$ cat src/design/pcmsd_pkg.sv
package pcmsd_pkg;

  // block limits
  localparam int MAX_CHANNELS = 8;
  localparam int MAX_BYTES    = 4;

  // register indexes on the configuration port
  localparam logic [1:0] CFG_IDX_CHANNELS = 2'd0;
  localparam logic [1:0] CFG_IDX_BYTES    = 2'd1;
  localparam logic [1:0] CFG_IDX_UNSIGNED = 2'd2;

  // reset values of the registers
  localparam logic [3:0] CFG_RST_CHANNELS = 4'd2;
  localparam logic [2:0] CFG_RST_BYTES    = 3'd2;

  // result kinds carried through the queue
  localparam logic [1:0] KIND_PASS = 2'd0;  // left/right given as they are
  localparam logic [1:0] KIND_DIV  = 2'd1;  // sum / divisor to both sides
  localparam logic [1:0] KIND_ERR  = 2'd2;  // block ended mid-frame

  // queue between front and back
  localparam int QDEPTH = 4;
  localparam int QAW    = $clog2(QDEPTH);

  // reciprocal divide: floor(n/d) = (n * RECIP(d)) >> RECIP_SHIFT, exact for n < 2**19
  localparam int SUM_W       = 19;
  localparam int RECIP_W     = 21;
  localparam int RECIP_SHIFT = 22;
  localparam int PROD_W      = SUM_W + RECIP_W;

  typedef struct packed {
    logic [1:0]              kind;
    logic signed [15:0]      left;
    logic signed [15:0]      right;
    logic signed [SUM_W-1:0] sum;
    logic [3:0]              divisor;
  } entry_t;

  function automatic logic [RECIP_W-1:0] recip(input logic [3:0] d);
    logic [RECIP_W-1:0] m;
    unique case (d)
      4'd3:    m = 21'd1398102;
      4'd4:    m = 21'd1048576;
      4'd5:    m = 21'd838861;
      4'd6:    m = 21'd699051;
      4'd7:    m = 21'd599187;
      default: m = 21'd524288;
    endcase
    return m;
  endfunction

endpackage

$ cat src/design/pcmsd_front.sv
module pcmsd_front (
  input  logic                clk,
  input  logic                rst_n,
  input  logic                cfg_valid,
  input  logic [1:0]          cfg_index,
  input  logic [3:0]          cfg_data,
  input  logic                in_fire,
  input  logic [7:0]          in_data,
  input  logic                in_last,
  output logic                push,
  output pcmsd_pkg::entry_t   push_entry
);
  import pcmsd_pkg::*;

  logic [3:0]              cc_r;
  logic [2:0]              sb_r;
  logic                    u8_r;
  logic [1:0]              byte_pos_r, byte_pos_nxt;
  logic [2:0]              ch_pos_r, ch_pos_nxt;
  logic [15:0]             asm_r, asm_nxt;
  logic signed [SUM_W-1:0] sum_r, sum_nxt;
  logic signed [15:0]      held_r, held_nxt;

  logic [3:0]              c_eff;
  logic [2:0]              s_eff;
  logic                    smp_done, frm_done;
  logic signed [15:0]      v;
  logic signed [SUM_W-1:0] sum_full;

  // out-of-range settings clamp
  assign c_eff = (cc_r == 4'd0) ? 4'd1 :
                 (cc_r > 4'(MAX_CHANNELS)) ? 4'(MAX_CHANNELS) : cc_r;
  assign s_eff = (sb_r == 3'd0) ? 3'd1 :
                 (sb_r > 3'(MAX_BYTES)) ? 3'(MAX_BYTES) : sb_r;

  assign asm_nxt  = {in_data, asm_r[15:8]};
  assign smp_done = (({1'b0, byte_pos_r} + 3'd1) >= s_eff);
  assign frm_done = smp_done && (({1'b0, ch_pos_r} + 4'd1) >= c_eff);
  assign v        = (s_eff == 3'd1) ? {in_data ^ {u8_r, 7'b0}, 8'h00} : asm_nxt;
  assign sum_full = sum_r + {{(SUM_W-16){v[15]}}, v};

  always_comb begin
    byte_pos_nxt = byte_pos_r;
    ch_pos_nxt   = ch_pos_r;
    sum_nxt      = sum_r;
    held_nxt     = held_r;
    push         = 1'b0;
    push_entry   = '0;
    if (in_fire) begin
      if (smp_done) begin
        byte_pos_nxt = 2'd0;
        if (frm_done) begin
          push = 1'b1;
          push_entry.divisor = c_eff;
          priority if (c_eff == 4'd1) begin
            push_entry.kind  = KIND_PASS;
            push_entry.left  = v;
            push_entry.right = v;
          end else if (c_eff == 4'd2) begin
            push_entry.kind  = KIND_PASS;
            push_entry.left  = held_r;
            push_entry.right = v;
          end else begin
            push_entry.kind = KIND_DIV;
            push_entry.sum  = sum_full;
          end
          ch_pos_nxt = 3'd0;
          sum_nxt    = '0;
        end else begin
          if (ch_pos_r == 3'd0) held_nxt = v;
          sum_nxt    = sum_full;
          ch_pos_nxt = ch_pos_r + 3'd1;
        end
      end else begin
        byte_pos_nxt = byte_pos_r + 2'd1;
      end
      // partial frame at end of block: drop it, report
      if (in_last && (byte_pos_nxt != 2'd0 || ch_pos_nxt != 3'd0)) begin
        push         = 1'b1;
        push_entry   = '0;
        push_entry.kind = KIND_ERR;
        byte_pos_nxt = 2'd0;
        ch_pos_nxt   = 3'd0;
        sum_nxt      = '0;
      end
    end
  end

  always_ff @(posedge clk) begin
    if (!rst_n) begin
      cc_r       <= CFG_RST_CHANNELS;
      sb_r       <= CFG_RST_BYTES;
      u8_r       <= 1'b0;
      byte_pos_r <= '0;
      ch_pos_r   <= '0;
      asm_r      <= '0;
      sum_r      <= '0;
      held_r     <= '0;
    end else begin
      if (cfg_valid) begin
        unique case (cfg_index)
          CFG_IDX_CHANNELS: cc_r <= cfg_data;
          CFG_IDX_BYTES:    sb_r <= cfg_data[2:0];
          CFG_IDX_UNSIGNED: u8_r <= cfg_data[0];
          default: ;
        endcase
      end
      if (in_fire) asm_r <= asm_nxt;
      byte_pos_r <= byte_pos_nxt;
      ch_pos_r   <= ch_pos_nxt;
      sum_r      <= sum_nxt;
      held_r     <= held_nxt;
    end
  end

`ifndef SYNTH
  a_eob_clears: assert property (@(posedge clk) disable iff (!rst_n)
    in_fire && in_last |=> byte_pos_r == 2'd0 && ch_pos_r == 3'd0)
    else $error("end of block left a partial frame");
  a_frame_clears_sum: assert property (@(posedge clk) disable iff (!rst_n)
    push |=> sum_r == '0)
    else $error("channel sum not cleared after a result");
`endif

endmodule

$ cat src/design/pcmsd_queue.sv
module pcmsd_queue (
  input  logic              clk,
  input  logic              rst_n,
  input  logic              push,
  input  pcmsd_pkg::entry_t push_entry,
  input  logic              pop,
  output logic              full,
  output logic              not_empty,
  output pcmsd_pkg::entry_t head
);
  import pcmsd_pkg::*;

  entry_t         mem [QDEPTH];
  logic [QAW-1:0] wr_ptr_r, rd_ptr_r;
  logic [QAW:0]   count_r;

  assign full      = (count_r == (QAW+1)'(QDEPTH));
  assign not_empty = (count_r != '0);
  assign head      = mem[rd_ptr_r];

  always_ff @(posedge clk) begin
    if (push) mem[wr_ptr_r] <= push_entry;
  end

  always_ff @(posedge clk) begin
    if (!rst_n) begin
      wr_ptr_r <= '0;
      rd_ptr_r <= '0;
      count_r  <= '0;
    end else begin
      if (push) wr_ptr_r <= wr_ptr_r + QAW'(1);
      if (pop)  rd_ptr_r <= rd_ptr_r + QAW'(1);
      unique case ({push, pop})
        2'b10:   count_r <= count_r + (QAW+1)'(1);
        2'b01:   count_r <= count_r - (QAW+1)'(1);
        default: ;
      endcase
    end
  end

`ifndef SYNTH
  a_no_overflow: assert property (@(posedge clk) disable iff (!rst_n)
    push |-> !full || pop)
    else $error("queue overflow");
  a_no_underflow: assert property (@(posedge clk) disable iff (!rst_n)
    pop |-> not_empty)
    else $error("queue underflow");
`endif

endmodule

$ cat src/design/pcmsd_back.sv
module pcmsd_back (
  input  logic              clk,
  input  logic              rst_n,
  input  logic              q_not_empty,
  input  pcmsd_pkg::entry_t q_head,
  output logic              q_pop,
  output logic              out_valid,
  input  logic              out_ready,
  output logic [15:0]       out_left,
  output logic [15:0]       out_right,
  output logic              out_status
);
  import pcmsd_pkg::*;

  // stage 1: magnitude times reciprocal
  logic              st_valid_r;
  logic [1:0]        st_kind_r;
  logic [15:0]       st_left_r, st_right_r;
  logic [PROD_W-1:0] st_prod_r;
  logic              st_neg_r;

  // stage 2: output register
  logic              o_valid_r;
  logic [15:0]       o_left_r, o_right_r, o_left_nxt, o_right_nxt;
  logic              o_status_r, o_status_nxt;

  logic              adv;
  logic [SUM_W-1:0]  mag;
  logic [15:0]       quo;

  assign adv   = st_valid_r && (!o_valid_r || out_ready);
  assign q_pop = q_not_empty && (!st_valid_r || adv);
  assign mag   = q_head.sum[SUM_W-1] ? SUM_W'(-q_head.sum) : SUM_W'(q_head.sum);
  assign quo   = st_prod_r[RECIP_SHIFT +: 16];

  always_comb begin
    o_left_nxt   = st_left_r;
    o_right_nxt  = st_right_r;
    o_status_nxt = 1'b0;
    unique case (st_kind_r)
      KIND_DIV: begin
        o_left_nxt  = st_neg_r ? 16'(-quo) : quo;
        o_right_nxt = o_left_nxt;
      end
      KIND_ERR: begin
        o_left_nxt   = '0;
        o_right_nxt  = '0;
        o_status_nxt = 1'b1;
      end
      default: ;
    endcase
  end

  always_ff @(posedge clk) begin
    if (q_pop) begin
      st_kind_r  <= q_head.kind;
      st_left_r  <= q_head.left;
      st_right_r <= q_head.right;
      st_neg_r   <= q_head.sum[SUM_W-1];
      st_prod_r  <= mag * recip(q_head.divisor);
    end
    if (adv) begin
      o_left_r   <= o_left_nxt;
      o_right_r  <= o_right_nxt;
      o_status_r <= o_status_nxt;
    end
  end

  always_ff @(posedge clk) begin
    if (!rst_n) begin
      st_valid_r <= 1'b0;
      o_valid_r  <= 1'b0;
    end else begin
      if (q_pop)    st_valid_r <= 1'b1;
      else if (adv) st_valid_r <= 1'b0;
      if (adv)            o_valid_r <= 1'b1;
      else if (out_ready) o_valid_r <= 1'b0;
    end
  end

  assign out_valid  = o_valid_r;
  assign out_left   = o_left_r;
  assign out_right  = o_right_r;
  assign out_status = o_status_r;

`ifndef SYNTH
  a_err_zero: assert property (@(posedge clk) disable iff (!rst_n)
    out_valid && out_status |-> out_left == 16'd0 && out_right == 16'd0)
    else $error("error beat carries nonzero samples");
`endif

endmodule

$ cat src/design/pcm_to_stereo_s16_downmix.sv
// PCM byte stream to signed 16-bit stereo with multichannel downmix. Bytes of
// interleaved little-endian PCM enter one beat per cycle on in_*, one byte
// per beat, and each completed frame leaves as one stereo beat on out_*: mono
// is copied to both sides, stereo passes through, 3 to 8 channels are summed
// and divided by the channel count (toward zero) with the quotient on both
// sides. 8-bit samples are shifted up by 8 (unsigned ones first offset by
// 128); wider samples keep their top two bytes. A byte flagged in_tlast that
// leaves a frame unfinished yields one beat with status 1 and zero samples.
// The byte front end takes one beat every cycle as long as its four-entry
// result queue has room; the back end drains one result per cycle, unless
// out_tready holds the pipe, through a reciprocal multiply stage and an
// output register, which a result passes in turn after the queue before it
// is offered on out_*. Configuration is written through cfg_* (always
// ready) and must only change while the block is idle.
module pcm_to_stereo_s16_downmix (
  input  logic        clk,
  input  logic        rst_n,
  // configuration write channel
  input  logic        cfg_valid,
  output logic        cfg_ready,
  input  logic [1:0]  cfg_index,   // 0 channel_count, 1 sample_bytes, 2 unsigned_eight_bit
  input  logic [3:0]  cfg_data,
  // byte input
  input  logic        in_tvalid,
  output logic        in_tready,
  input  logic [7:0]  in_tdata,    // [7:0] data_byte
  input  logic        in_tlast,    // end_of_block
  // stereo output
  output logic        out_tvalid,
  input  logic        out_tready,
  output logic [31:0] out_tdata,   // [15:0] left_sample, [31:16] right_sample
  output logic [0:0]  out_tuser    // [0] status
);
  import pcmsd_pkg::*;

  logic   in_fire;
  logic   push, pop, q_full, q_not_empty;
  entry_t push_entry, q_head;
  logic [15:0] left, right;
  logic        status;

  assign cfg_ready = 1'b1;
  // a byte may produce a result, so hold off while the queue is full
  assign in_tready = !q_full;
  assign in_fire   = in_tvalid && in_tready;

  pcmsd_front u_front (
    .clk        (clk),
    .rst_n      (rst_n),
    .cfg_valid  (cfg_valid),
    .cfg_index  (cfg_index),
    .cfg_data   (cfg_data),
    .in_fire    (in_fire),
    .in_data    (in_tdata),
    .in_last    (in_tlast),
    .push       (push),
    .push_entry (push_entry)
  );

  pcmsd_queue u_queue (
    .clk        (clk),
    .rst_n      (rst_n),
    .push       (push),
    .push_entry (push_entry),
    .pop        (pop),
    .full       (q_full),
    .not_empty  (q_not_empty),
    .head       (q_head)
  );

  pcmsd_back u_back (
    .clk         (clk),
    .rst_n       (rst_n),
    .q_not_empty (q_not_empty),
    .q_head      (q_head),
    .q_pop       (pop),
    .out_valid   (out_tvalid),
    .out_ready   (out_tready),
    .out_left    (left),
    .out_right   (right),
    .out_status  (status)
  );

  assign out_tdata = {right, left};
  assign out_tuser = status;

endmodule
$ cat config.mk
export PLATFORM = sky130hd
export DESIGN_NAME = pcm_to_stereo_s16_downmix
export DESIGN_NICKNAME = d
export VERILOG_FILES = /design/src/design/pcmsd_pkg.sv /design/src/design/pcmsd_front.sv /design/src/design/pcmsd_queue.sv /design/src/design/pcmsd_back.sv /design/src/design/pcm_to_stereo_s16_downmix.sv
export SDC_FILE = /design/constraint.sdc
export NUM_CORES = 1
export LEC_CHECK = 0
export BUFFER_PORTS_ARGS = -buffer_cell sky130_fd_sc_hd__buf_2
export CAP_MARGIN = 20
export CORE_AREA = 4 4 241 243
export CTS_BUF_LIST = sky130_fd_sc_hd__clkbuf_8
export CTS_CLUSTER_DIAMETER = 30
export DETAILED_ROUTE_END_ITERATION = 8
export DIE_AREA = 0 0 245 247
export MAX_ROUTING_LAYER = met4
export PLACE_DENSITY = 0.62
export REMOVE_ABC_BUFFERS = 1
export SYNTH_ARGS = -nofsm -noshare
export SYNTH_HDL_FRONTEND = slang
export SYNTH_HIERARCHICAL = 1
export SYNTH_SLANG_ARGS = --single-unit
$ cat constraint.sdc
create_clock -name clk -period 10.3 [get_ports clk]
set_input_delay 0.515 -clock clk [delete_from_list [all_inputs] [get_ports clk]]
set_output_delay 0.515 -clock clk [all_outputs]
set_load 0.005 [all_outputs]
* Yosys cells after proc, flatten, opt, wreduce, memory -nomap -nowiden *
Memory sizes are Yosys's and may differ from the RTL's. A register that Yosys moved wholly into a read port is not among the register bits.
Index checks and enable logic that the tools add are counted.

word-level totals
  bits in registers = 179
  RAM bits = 228
  input port bits = 20
  output and inout port bits = 36
  word-level logic and storage cells = 126
  memories kept = 1

memory list
  memory       depth  width  read ports  clocked after Yosys merged registers in  write ports  RTL line           RTL
  u_queue.mem  4      57     1           1                                        1            pcmsd_queue.sv:13  entry_t mem [QDEPTH];

operators by class
  add/subtract/negate cells = 11
  multipliers = 1
  order comparisons = 4
  equality and inequality tests = 15
  multiplexer cells = 44
  bitwise gates (word level) = 2
  reductions and logical operators = 27

operator list
  operator                                        count
  2-to-1 mux 57 bit                               4
  2-to-1 mux 19 bit                               6
  case mux 21 bit (5 select lines)                1
  case mux 16 bit (2 select lines)                2
  multiplier 19 x 21 -> 38 bit                    1
  2-to-1 mux 33 bit                               1
  2-to-1 mux 16 bit                               2
  2-to-1 mux 32 bit                               1
  2-to-1 mux 21 bit                               1
  adder 19 bit                                    1
  negation 19 bit                                 1
  2-to-1 mux 3 bit                                6
  == test 4 x 3 -> 1 bit (second input constant)  4
  negation 16 bit                                 1
  2-to-1 mux 1 bit                                12
  2-to-1 mux 2 bit                                5
  nonzero test 2 bit                              5
  == test 4 x 2 -> 1 bit (second input constant)  2
  2-to-1 mux 4 bit                                2
  AND reduction 2 bit                             4
  XOR 8 bit                                       1
  adder 2 x 1 -> 2 bit (second input constant)    3
  adder 3 x 1 -> 3 bit (second input constant)    2
  == test 2 x 1 -> 1 bit (second input constant)  3
  21 further kinds                                33

* Logic depth before layout (Yosys ltp) *
Gate-level depths: netlist (run 1).

  depth after elaboration = 15
  depth in mapped cells = 32

* Cells and area by module *
The synthesis (run 1) kept the hierarchy.

by module, submodules not included
  module                     instances  cells each  area each (um2)  seq. area each (um2)
  pcmsd_back                 1          1463        14634.0          2562.5
  pcmsd_queue                1          339         8660.8           7026.7
  pcmsd_front                1          515         3942.5           1121.1
  pcm_to_stereo_s16_downmix  1          4           21.3             0.0

* Worst setup path after synthesis (run 1) *
OpenSTA, ideal clock, no wires.

  path type = reg2reg
  start = register with a tool-made name
  end = register u_back.st_prod_r[37], data pin
  setup time = 0.259 ns
  data arrival time = 7.720 ns
  slack = 2.321 ns
  cell stages (with the launch flop) = 25
  path buffers = 2
  cells stage by stage = dfxtp_1 > buf_6 > buf_6 > mux4_2 > or4_4 > o31ai_1 > xor2_1 > or3_1 > fa_1 > inv_1 > fa_1 > fa_1 > fa_1 > fa_1 > fa_1 > ha_1 > nand2_1 > nor2_1 > a2111o_1 > a31oi_1 > nand3_2 > a211oi_2 > o31ai_2 > a21oi_1 > xnor2_1

RTL lines
  item                    RTL line          RTL
  end signal: assignment  pcmsd_back.sv:60  st_prod_r <= mag * recip(q_head.divisor);
  end: declaration        pcmsd_back.sv:19  logic [PROD_W-1:0] st_prod_r;

==> summary.md, run 1 <==
| Metric | Value |
|---|---|
| Status | `completed` |
| Final Hold Viols | `0` |
| CTS buffer count | `75` |
| Critical Path RT | `10710 ps` |
| Area grow syn2layout | `9.97%` |
| Post-layout nets | `2876` |
| Overflow after GRT | `0` |
| Final number of setup-violating endpoints | `0` |
| Worst Hold End | `u_front/asm_r[15]$_SDFFE_PN0P_` |
| Crit Path Class | `reg -> reg` |
| Hold Startpoint | `in_tdata[7]` |
| Prevailing post-synth register cell | `edfxtp_1` |
| Drt pass-1 iters | `5` |
| Mapped Cells | `2321` |
| Post-DRT Antenna Nets | `0` |
| Maximum clock rate | `111 MHz` |
| Final GP Congestion | `1.01` |
| Sequential share of the synthesized area | `0.393` |
| Largest net degree at the start of global routing | `58` |
| Clock tree sinks | `379` |
| Clock Path Buffers | `3` |
| Commonest non-fill, non-tap cell in the layout | `inv_1` |
| Synth area leader | `edfxtp_1` |
| EDFF count, synth | `312` |
| Clk slew on worst S/H paths | `60 ps` |
| DRT iter0 DRCs | `1258` |
| Worst Tran Pin Value | `1100 ps` |
| Mean post-synth cell area | `11.7 um^2` |
| Slew margin rel. | `0.266` |
| Setup TNS | `0 ps` |
| Final Cell Area | `0.0300 mm^2` |
| # placed instances | `3084` |
| Die width | `245 um` |
| Post-synth cell types | `90` |
| Via Count | `17.1k` |
| CTS root buf | `clkbuf_8` |
| Tcrit/Tclk final | `0.876` |
| Yosys warns | `6` |
| Number of global-route vias before repair | `18.4k` |
| Routed len/inst | `22.4 um` |
| FILL cells | `4931` |
| Hold_buf cts | `0` |
| Post-CTS sizing | `0` |
| CTS tree | `done` |
| Global-route usage over all layers | `0.252` |
| Share of cells above drive strength 1 | `0.124` |
| Crit Path Max Fanout | `26` |
| Dpl hpwl | `56700 um` |
| Max-capacitance violation count | `0` |
| R2R cell count | `26` |
| Synth Register Bits | `379` |
| Core area | `0.0560 mm^2` |
| Final Util | `0.536` |
| Buffers on Ports | `54` |
| Number of remaining DRC errors | `0` |
| Max Slew Vio Count | `0` |
| R2R Setup Slk | `1280 ps` |
| CP endpoint kind | `flop` |
| Final min period | `9020 ps` |
| Core Rows | `87` |
| Die footprint | `0.0605 mm^2` |
| First-pass GRT wire length | `110000 um` |
| Top cell type's share of synthesized area | `0.344` |
| Placed Instance Area | `0.0283 mm^2` |
| Worst-skew pair later-pin latency | `670 ps` |
| Antenna violations before repair | `2` |
| Synth Cell Area | `0.0273 mm^2` |
| Vert. Die Dim | `247 um` |
| Synth top area cells | `edfxtp_1 (34%), fa_1 (22%), ha_1 (6.7%)` |
| Initial core utilization | `0.487` |
| Worst reg2reg path endpoint | `u_back/st_prod_r[37]$_DFFE_PP_` |
| Post-CTS setup buffers | `0` |
| Wirelength, routed | `72300 um` |
| I/O pin cnt | `56` |
| Async S/R FF share, synth | `0` |
| Hold Path Depth | `3` |
| Worst path arrival time | `9430 ps` |
| CP Launch Type | `flop` |
| Worst Hold Class | `in -> reg` |
| Vias/cell | `5.32` |
| Finished Layout Cells | `3223` |
| RSZ-0062 raised after global routing | `no` |
| Most frequent cells in the layout | `inv_1 (451), edfxtp_1 (312), fa_1 (304), nor2_1 (220), nand2_1 (192)` |
| Clk_skew | `59.2 ps` |
| Htree depth | `3` |
cell type report:
| cell class | instances | area, um^2 | area share |
|---|---|---|---|
| tap | 756 | 946 | 0.0316 |
| clock inverter | 59 | 601 | 0.0200 |
| antenna | 2 | 5.00 | 0.000167 |
| timing repair buffer | 78 | 458 | 0.0153 |
| inverter | 442 | 1660 | 0.0553 |
| multi-input combinational | 1429 | 14500 | 0.484 |
| clock buffer | 78 | 1070 | 0.0358 |
| sequential | 379 | 10700 | 0.357 |
state kept, by name, summed over array words and instances, names as in the netlist, 3 cells and up, named ones only:
name	flops
u_queue/mem	228
u_front/sum_r	19
u_back/out_left	16
u_back/out_right	16
u_back/st_left_r	16
u_back/st_prod_r	16
u_back/st_right_r	16
u_front/held_r	16
u_front/asm_r	8
u_front/cc_r	4
u_front/ch_pos_r	3
u_front/sb_r	3
u_queue/count_r	3
per-layer routing:
metal,part of all wire,track usage
met3,0.066,0.0558
met4,0.034,0.0809
met1,0.42,0.324
met5,0,-
met2,0.48,0.403
cells in the mapped netlist, drive strengths merged (8+ instances only):
master / instances
fa: 304
o21a: 8
nor3: 15
dfxtp: 67
or4: 8
edfxtp: 312
a21oi: 81
inv: 441
nand4: 9
or3: 28
nor2b: 11
a211oi: 10
o21ai: 42
clkbuf: 48
and2: 22
nand2: 196
mux4: 57
nand3: 17
nand2b: 14
xnor2: 41
a21o: 31
xor2: 41
o31ai: 10
buf: 23
nor2: 222
ha: 147
mux2i: 35
kinds of logic (layout without fill, tap and decap cells):
kind of cell    Yosys count  in the layout  synth area share
xor+xnor                 82             82            0.0266
fa+ha+maj               451            451             0.291
compound gates          227            227            0.0567
other cells               1              3          0.000138
buf+inv                 513            657            0.0756
flops                   379            379             0.393
simple gates            576            576            0.0973
mux                      92             92            0.0599
through the flow:
step / hold slack [ps] / worst slack (ps)
2_1_floorplan: 436 / 364
5_1_grt: 105 / 782
3_3_place_gp: 445 / 1300
4_1_cts: 70.4 / 1240
6_report: 117 / 1280
3_5_place_dp: 453 / 1230
critical path, stage by stage, from the launching register on:
cell and delay, ps:
dfxtp_4 680, mux4_2 680, nor4_2 430, nand3_2 210
o31ai_1 290, xnor2_1 440, nand2_1 410, nor2_1 600
fa_1 540, inv_1 80, fa_1 400, inv_1 90
fa_1 420, fa_1 520, fa_1 560, inv_1 60
fa_1 530, inv_1 40, ha_1 390, nand2_1 80
nor3_1 270, o21ai_0 190, nand3_2 190, a211oi_2 120
o31ai_2 290, a21oi_1 120, xnor2_1 130
worst max path at each step:
stage	from	to	slack, ps
floorplan	flop	u_back/st_prod_r[37]$_DFFE_PP_	360
global placement	flop	u_back/st_prod_r[37]$_DFFE_PP_	1300
detailed placement	flop	u_back/st_prod_r[37]$_DFFE_PP_	1230
CTS	flop	u_back/st_prod_r[37]$_DFFE_PP_	1240
global route	flop	u_back/st_prod_r[37]$_DFFE_PP_	780
finish	flop	u_back/st_prod_r[37]$_DFFE_PP_	1280
Power of run 1 is not shown: default switching activity piles up to over one toggle a cycle in this logic, so the estimate is an artifact.
==> inputs of run 2 (changes only) <==
clock period = 10.8 ns   (was 10.3 ns; I/O delays follow)
==> run 2 against run 1 <==
Against the previous run:
- cell count is 0.16% higher
- sequential cell count stayed put
- clock-buffer cell count is 1 lower
- die area stayed put
- sequential share of layout area hardly changed
- critical path depth is 1 lower
- critical endpoint is now u_back/st_prod_r[29]$_DFFE_PP_
- largest cell class unchanged
- highest routed layer unchanged
==> summary.md, run 2 (synthesized netlist as in run 1, its figures left out) <==
| Metric | Value |
|---|---|
| Status | `completed` |
| Hold_buf cts | `0` |
| Antenna violations before repair | `2` |
| Final Hold Viols | `0` |
| Final Cell Area | `0.0300 mm^2` |
| Worst-skew pair later-pin latency | `660 ps` |
| CTS buffer count | `76` |
| R2R cell count | `25` |
| Initial core utilization | `0.487` |
| Largest net degree at the start of global routing | `58` |
| Vert. Die Dim | `247 um` |
| Bufs and invs on worst path | `4` |
| FILL cells | `5012` |
| Clock tree sinks | `379` |
| First-pass GRT wire length | `113000 um` |
| Hold Path Depth | `3` |
| Drt pass-1 iters | `6` |
| Die width | `245 um` |
| Worst hold slack | `163 ps` |
| Vias/cell | `5.37` |
| Post-DRT Antenna Nets | `0` |
| Worst path arrival time | `9920 ps` |
| Final min period | `9540 ps` |
| Post-CTS sizing | `0` |
| Family with the most delay on the worst path | `adder cells` |
| Worst Hold End | `u_front/sb_r[1]$_SDFFE_PN1P_` |
| Post-layout nets | `2880` |
| Worst reg2reg path endpoint | `u_back/st_prod_r[29]$_DFFE_PP_` |
| Overflow after GRT | `0` |
| Worst Hold Class | `in -> reg` |
| Tcrit/Tclk final | `0.883` |
| Crit-path slowest cell | `dfxtp_4` |
| FF/Latch Area | `0.0107 mm^2` |
| Routed len/inst | `23.0 um` |
| Global routing met3 resource utilization | `0.0394` |
| Buffers on Ports | `54` |
| R2R Setup Slk | `1260 ps` |
| Post-CTS setup buffers | `0` |
| Via Count | `17.3k` |
| Met2 Use GR | `0.425` |
| Most Used Layer, Global Route | `met2` |
| Max-capacitance violation count | `0` |
| Final number of setup-violating endpoints | `0` |
| Area grow syn2layout | `10.0%` |
| Slew margin rel. | `0.222` |
| CTS tree | `done` |
| Met1 GRT Util | `0.340` |
| Hold Startpoint | `cfg_data[1]` |
| Global-route usage over all layers | `0.260` |
| CTS root buf | `clkbuf_8` |
| Dpl hpwl | `58200 um` |
| Final GP Congestion | `1.00` |
| CP endpoint kind | `flop` |
| Htree depth | `3` |
| Multi-input logic area | `0.0145 mm^2` |
| Worst path max stage delay | `870 ps` |
| I/O pin cnt | `56` |
| Wirelength, routed | `74400 um` |
| DRT iter0 DRCs | `1449` |
| Crit Path Class | `reg -> reg` |
| Number of global-route vias before repair | `18.4k` |
| CP Launch Type | `flop` |
| Core Rows | `87` |
| Most frequent cells in the layout | `inv_1 (454), edfxtp_1 (312), fa_1 (304), nor2_1 (220), nand2_1 (192)` |
| Share of cells above drive strength 1 | `0.126` |
| Placed Instance Area | `0.0283 mm^2` |
| Die footprint | `0.0605 mm^2` |
| Critical Path RT | `11180 ps` |
| Number of remaining DRC errors | `0` |
| Crit Path Max Fanout | `36` |
| Maximum clock rate | `105 MHz` |
| Cell mode on critical path | `fa_1` |
| RSZ-0062 raised after global routing | `no` |
| Core area | `0.0560 mm^2` |
| Setup TNS | `0 ps` |
| Largest registers | `u_queue/mem x228, u_front/sum_r x19` |
| Max Slew Vio Count | `0` |
| Commonest non-fill, non-tap cell in the layout | `inv_1` |
| Clock Path Buffers | `3` |
| Clk_skew | `60.3 ps` |
| Worst Tran Pin Value | `1160 ps` |
| Clk slew on worst S/H paths | `60 ps` |
| Max reg flops | `228` |
| Biggest register | `u_queue/mem` |
==> run 2: how the worst max path moves through the flow <==
stage,from,endpoint,slack (ps),cells past startpoint
after floorplan,flop,u_back/st_prod_r[37]$_DFFE_PP_,860,25
after global placement,flop,u_back/st_prod_r[37]$_DFFE_PP_,1350,26
after detailed placement,flop,u_back/st_prod_r[37]$_DFFE_PP_,1310,26
after CTS,flop,u_back/st_prod_r[29]$_DFFE_PP_,1270,25
after global routing,flop,u_back/st_prod_r[29]$_DFFE_PP_,730,25
final,flop,u_back/st_prod_r[29]$_DFFE_PP_,1260,25
==> run 2: worst reg2reg max path, cell delays in order, from the launching register on <==
cell	delay, ps
dfxtp_4	870
mux4_2	810
and2_1	600
nand2b_1	520
nor2_1	630
buf_4	300
o21ai_0	140
fa_1	550
fa_1	550
inv_1	70
fa_1	530
fa_1	520
fa_1	550
inv_1	60
fa_1	530
inv_1	40
ha_1	320
a21oi_1	140
o21ai_0	150
a21oi_1	240
a21boi_1	110
o2111ai_1	210
a21boi_1	160
a221o_1	380
a21oi_1	190
xnor2_1	90
==> run 2: layout make-up <==
class,count,area share
Multi-Input combinational cell,1429,0.484
Antenna cell,2,0.000167
Timing Repair Buffer,81,0.0158
Inverter,442,0.0553
Sequential cell,379,0.357
Clock inverter,62,0.0207
Clock buffer,77,0.0353
Tap cell,756,0.0315
==> run 2: stage by stage <==
step / cells / utilization / worst slack, ps
floorplan: 2250 / - / 864
global placement: 3087 / 0.506 / 1350
detailed placement: 3087 / 0.506 / 1310
CTS: 3226 / 0.536 / 1270
global route: 3228 / 0.536 / 732
finish: 3228 / 0.536 / 1260
==> run 2: routing by layer <==
layer	vias to the layer above	wire length [um]
met1	8864	31500
met4	0	2420
li1	7824	-
met2	528	36700
met5	-	0
met3	124	3760
Power of run 2 is left out for the same reason.
==> inputs of run 3 (changes only) <==
--- a/config.mk
+++ b/config.mk
@@ -14,8 +14,7 @@
 export DIE_AREA = 0 0 245 247
 export MAX_ROUTING_LAYER = met4
-export PLACE_DENSITY = 0.62
+export PLACE_DENSITY = 0.61
 export REMOVE_ABC_BUFFERS = 1
 export SYNTH_ARGS = -nofsm -noshare
 export SYNTH_HDL_FRONTEND = slang
-export SYNTH_HIERARCHICAL = 1
 export SYNTH_SLANG_ARGS = --single-unit
==> constraint.sdc (replaced) <==
create_clock -name clk -period 10.8 [get_ports clk]
set_input_delay 2.16 -clock clk [delete_from_list [all_inputs] [get_ports clk]]
set_output_delay 2.16 -clock clk [all_outputs]
set_load 0.005 [all_outputs]
==> run 3 against run 2 <==
Against the previous run:
- cell area shrank 0.26%
- critical path depth grew 4
- non-clock buffer count up 2
- die area unchanged
- synthesized cell count down 0.22%
- sequential cell count stayed put
- global-route usage is 1.3 points lower
- maximum frequency increased by 2.6%
==> summary.md, run 3 <==
| Metric | Value |
|---|---|
| Post-synth cell types | `70` |
| Mean post-synth cell area | `11.7 um^2` |
| Via Count | `17.1k` |
| Maximum clock rate | `108 MHz` |
| Core area | `0.0560 mm^2` |
| Commonest non-fill, non-tap cell in the layout | `inv_1` |
| Most frequent cells in the layout | `inv_1 (467), edfxtp_1 (312), fa_1 (304), nand2_1 (197), nor2_1 (176)` |
| Max reg flops | `228` |
| Count leader, synth | `inv_1` |
| Wirelength, routed | `70900 um` |
| Clk_skew | `55.6 ps` |
| Initial core utilization | `0.484` |
| CP Launch Type | `flop` |
| Synth area leader | `edfxtp_1` |
| Final GP Congestion | `0.986` |
| Worst-skew pair later-pin latency | `660 ps` |
| CTS buffer count | `73` |
| Cell mode on critical path | `fa_1` |
| Share of cells above drive strength 1 | `0.111` |
| Crit Path Class | `reg -> reg` |
| Die width | `245 um` |
| Core Rows | `87` |
| Htree depth | `3` |
| EDFF count, synth | `312` |
| Worst path arrival time | `9690 ps` |
| Sequential share of the synthesized area | `0.395` |
| Yosys warns | `0` |
| Routed len/inst | `22.0 um` |
| Dpl hpwl | `55000 um` |
| Crit Path Max Fanout | `28` |
| Worst path max stage delay | `870 ps` |
| Biggest register | `u_queue.mem` |
| RSZ-0062 raised after global routing | `no` |
| Largest net degree at the start of global routing | `74` |
| Overflow after GRT | `0` |
| Final min period | `9300 ps` |
| Top cell type's share of synthesized area | `0.346` |
| Family with the most delay on the worst path | `adder cells` |
| Antenna violations before repair | `0` |
| Vias/cell | `5.30` |
| CP endpoint kind | `flop` |
| Area grow syn2layout | `10.4%` |
| CTS tree | `done` |
| First-pass GRT wire length | `110000 um` |
| Status | `completed` |
| Buffers on Ports | `54` |
| Max-capacitance violation count | `0` |
| CTS root buf | `clkbuf_8` |
| # diodes | `0` |
| Clock Path Buffers | `3` |
| Clock tree sinks | `379` |
| Largest registers | `u_queue.mem x228, u_front.sum_r x19` |
| Critical Path RT | `11190 ps` |
| Mapped Cells | `2316` |
| Worst Hold Class | `reg -> reg` |
| Slew margin rel. | `0.261` |
| Prevailing post-synth register cell | `edfxtp_1` |
| Worst Tran Pin Value | `1100 ps` |
| Synth Register Bits | `379` |
| Global-route usage over all layers | `0.248` |
| Post-CTS sizing | `0` |
| Crit-path slowest cell | `nor2_1` |
| Post-layout nets | `2886` |
| Synth Cell Area | `0.0271 mm^2` |
| Bufs and invs on worst path | `6` |
| Hold_buf cts | `0` |
| Drt pass-1 iters | `5` |
| DRT iter0 DRCs | `1147` |
| Async S/R FF share, synth | `0` |
| Vert. Die Dim | `247 um` |
| Post-DRT Antenna Nets | `0` |
| Max Slew Vio Count | `0` |
| Setup TNS | `0 ps` |
| Number of remaining DRC errors | `0` |
| Final number of setup-violating endpoints | `0` |
| Tcrit/Tclk final | `0.861` |
| Final Hold Viols | `0` |
| Top cells by count, synth | `inv_1 (456), edfxtp_1 (312), fa_1 (304)` |
| I/O pin cnt | `56` |
| Number of global-route vias before repair | `18.4k` |
| Clk slew on worst S/H paths | `60 ps` |
| Post-CTS setup buffers | `0` |
| Synth top area cells | `edfxtp_1 (35%), fa_1 (22%), ha_1 (6.8%)` |
| Die footprint | `0.0605 mm^2` |
## run 3: cell count changes in the layout (fill, tap and decap cells not counted), moves of 14 or more
cell / previous run / this run
nor2b_1: 10 / 40
and2_1: 16 / 51
or3_1: 28 / 5
a21o_1: 29 / 43
nor2_1: 220 / 176
a21oi_1: 78 / 51
## run 3: metal layers
| metal | vias up | track usage | share of wire | wire [um] |
|---|---|---|---|---|
| met5 | - | - | 0 | 0 |
| met4 | 0 | 0.0753 | 0.031 | 2200 |
| met3 | 118 | 0.0354 | 0.048 | 3420 |
| met2 | 461 | 0.398 | 0.48 | 34200 |
| met1 | 8764 | 0.332 | 0.44 | 31100 |
| li1 | 7788 | - | - | - |
## run 3: cell type report
type | count | area (um^2)
Fill cell | 4997 | 26000
Multi-Input combinational cell | 1422 | 14400
Sequential cell | 379 | 10700
Inverter | 456 | 1710
Clock buffer | 74 | 1020
Tap cell | 756 | 946
Clock inverter | 60 | 587
Timing Repair Buffer | 83 | 492
## run 3: kinds of logic (layout without fill, tap and decap cells)
kind of cell,after synthesis,count (layout),share of synthesized area
multiplexers,87,87,0.0585
AND/OR/NAND/NOR,580,580,0.100
XOR/XNOR,82,82,0.0275
other,1,1,0.000138
flip-flops,379,379,0.395
buffers and inverters,515,673,0.0727
adder cells (fa/ha/maj),451,451,0.292
AO/OA/AOI/OAI,221,221,0.0531
## run 3: final timing paths
path                                       from                              to  slack, ps  cells past startpoint
setup / recovery                           flop  u_back.st_prod_r[30]$_DFFE_PP_       1500                     29
hold reg to reg   u_front.asm_r[9]$_SDFFE_PN0P_   u_front.asm_r[9]$_SDFFE_PN0P_        460                      2
setup reg to reg                           flop  u_back.st_prod_r[30]$_DFFE_PP_       1500                     29
hold / removal    u_front.asm_r[9]$_SDFFE_PN0P_   u_front.asm_r[9]$_SDFFE_PN0P_        460                      2
## run 3: worst min-delay path: stages (launching register included)
cell and delay (ps):
dfxtp_1 300, nand2_1 40, a21boi_0 60
## run 3: metrics by stage
stage / std cells / hold WS, ps / util / worst slack (ps) / area, um^2
floorplan: 2257 / 439 / - / 612 / 26800
global placement: 3095 / 447 / 0.506 / 1620 / 28300
detailed placement: 3096 / 456 / 0.506 / 1490 / 28300
CTS: 3230 / 463 / 0.535 / 1500 / 29900
global route: 3230 / 480 / 0.535 / 1090 / 29900
finish: 3230 / 460 / 0.535 / 1500 / 29900
Power of run 3 is left out for the same reason.
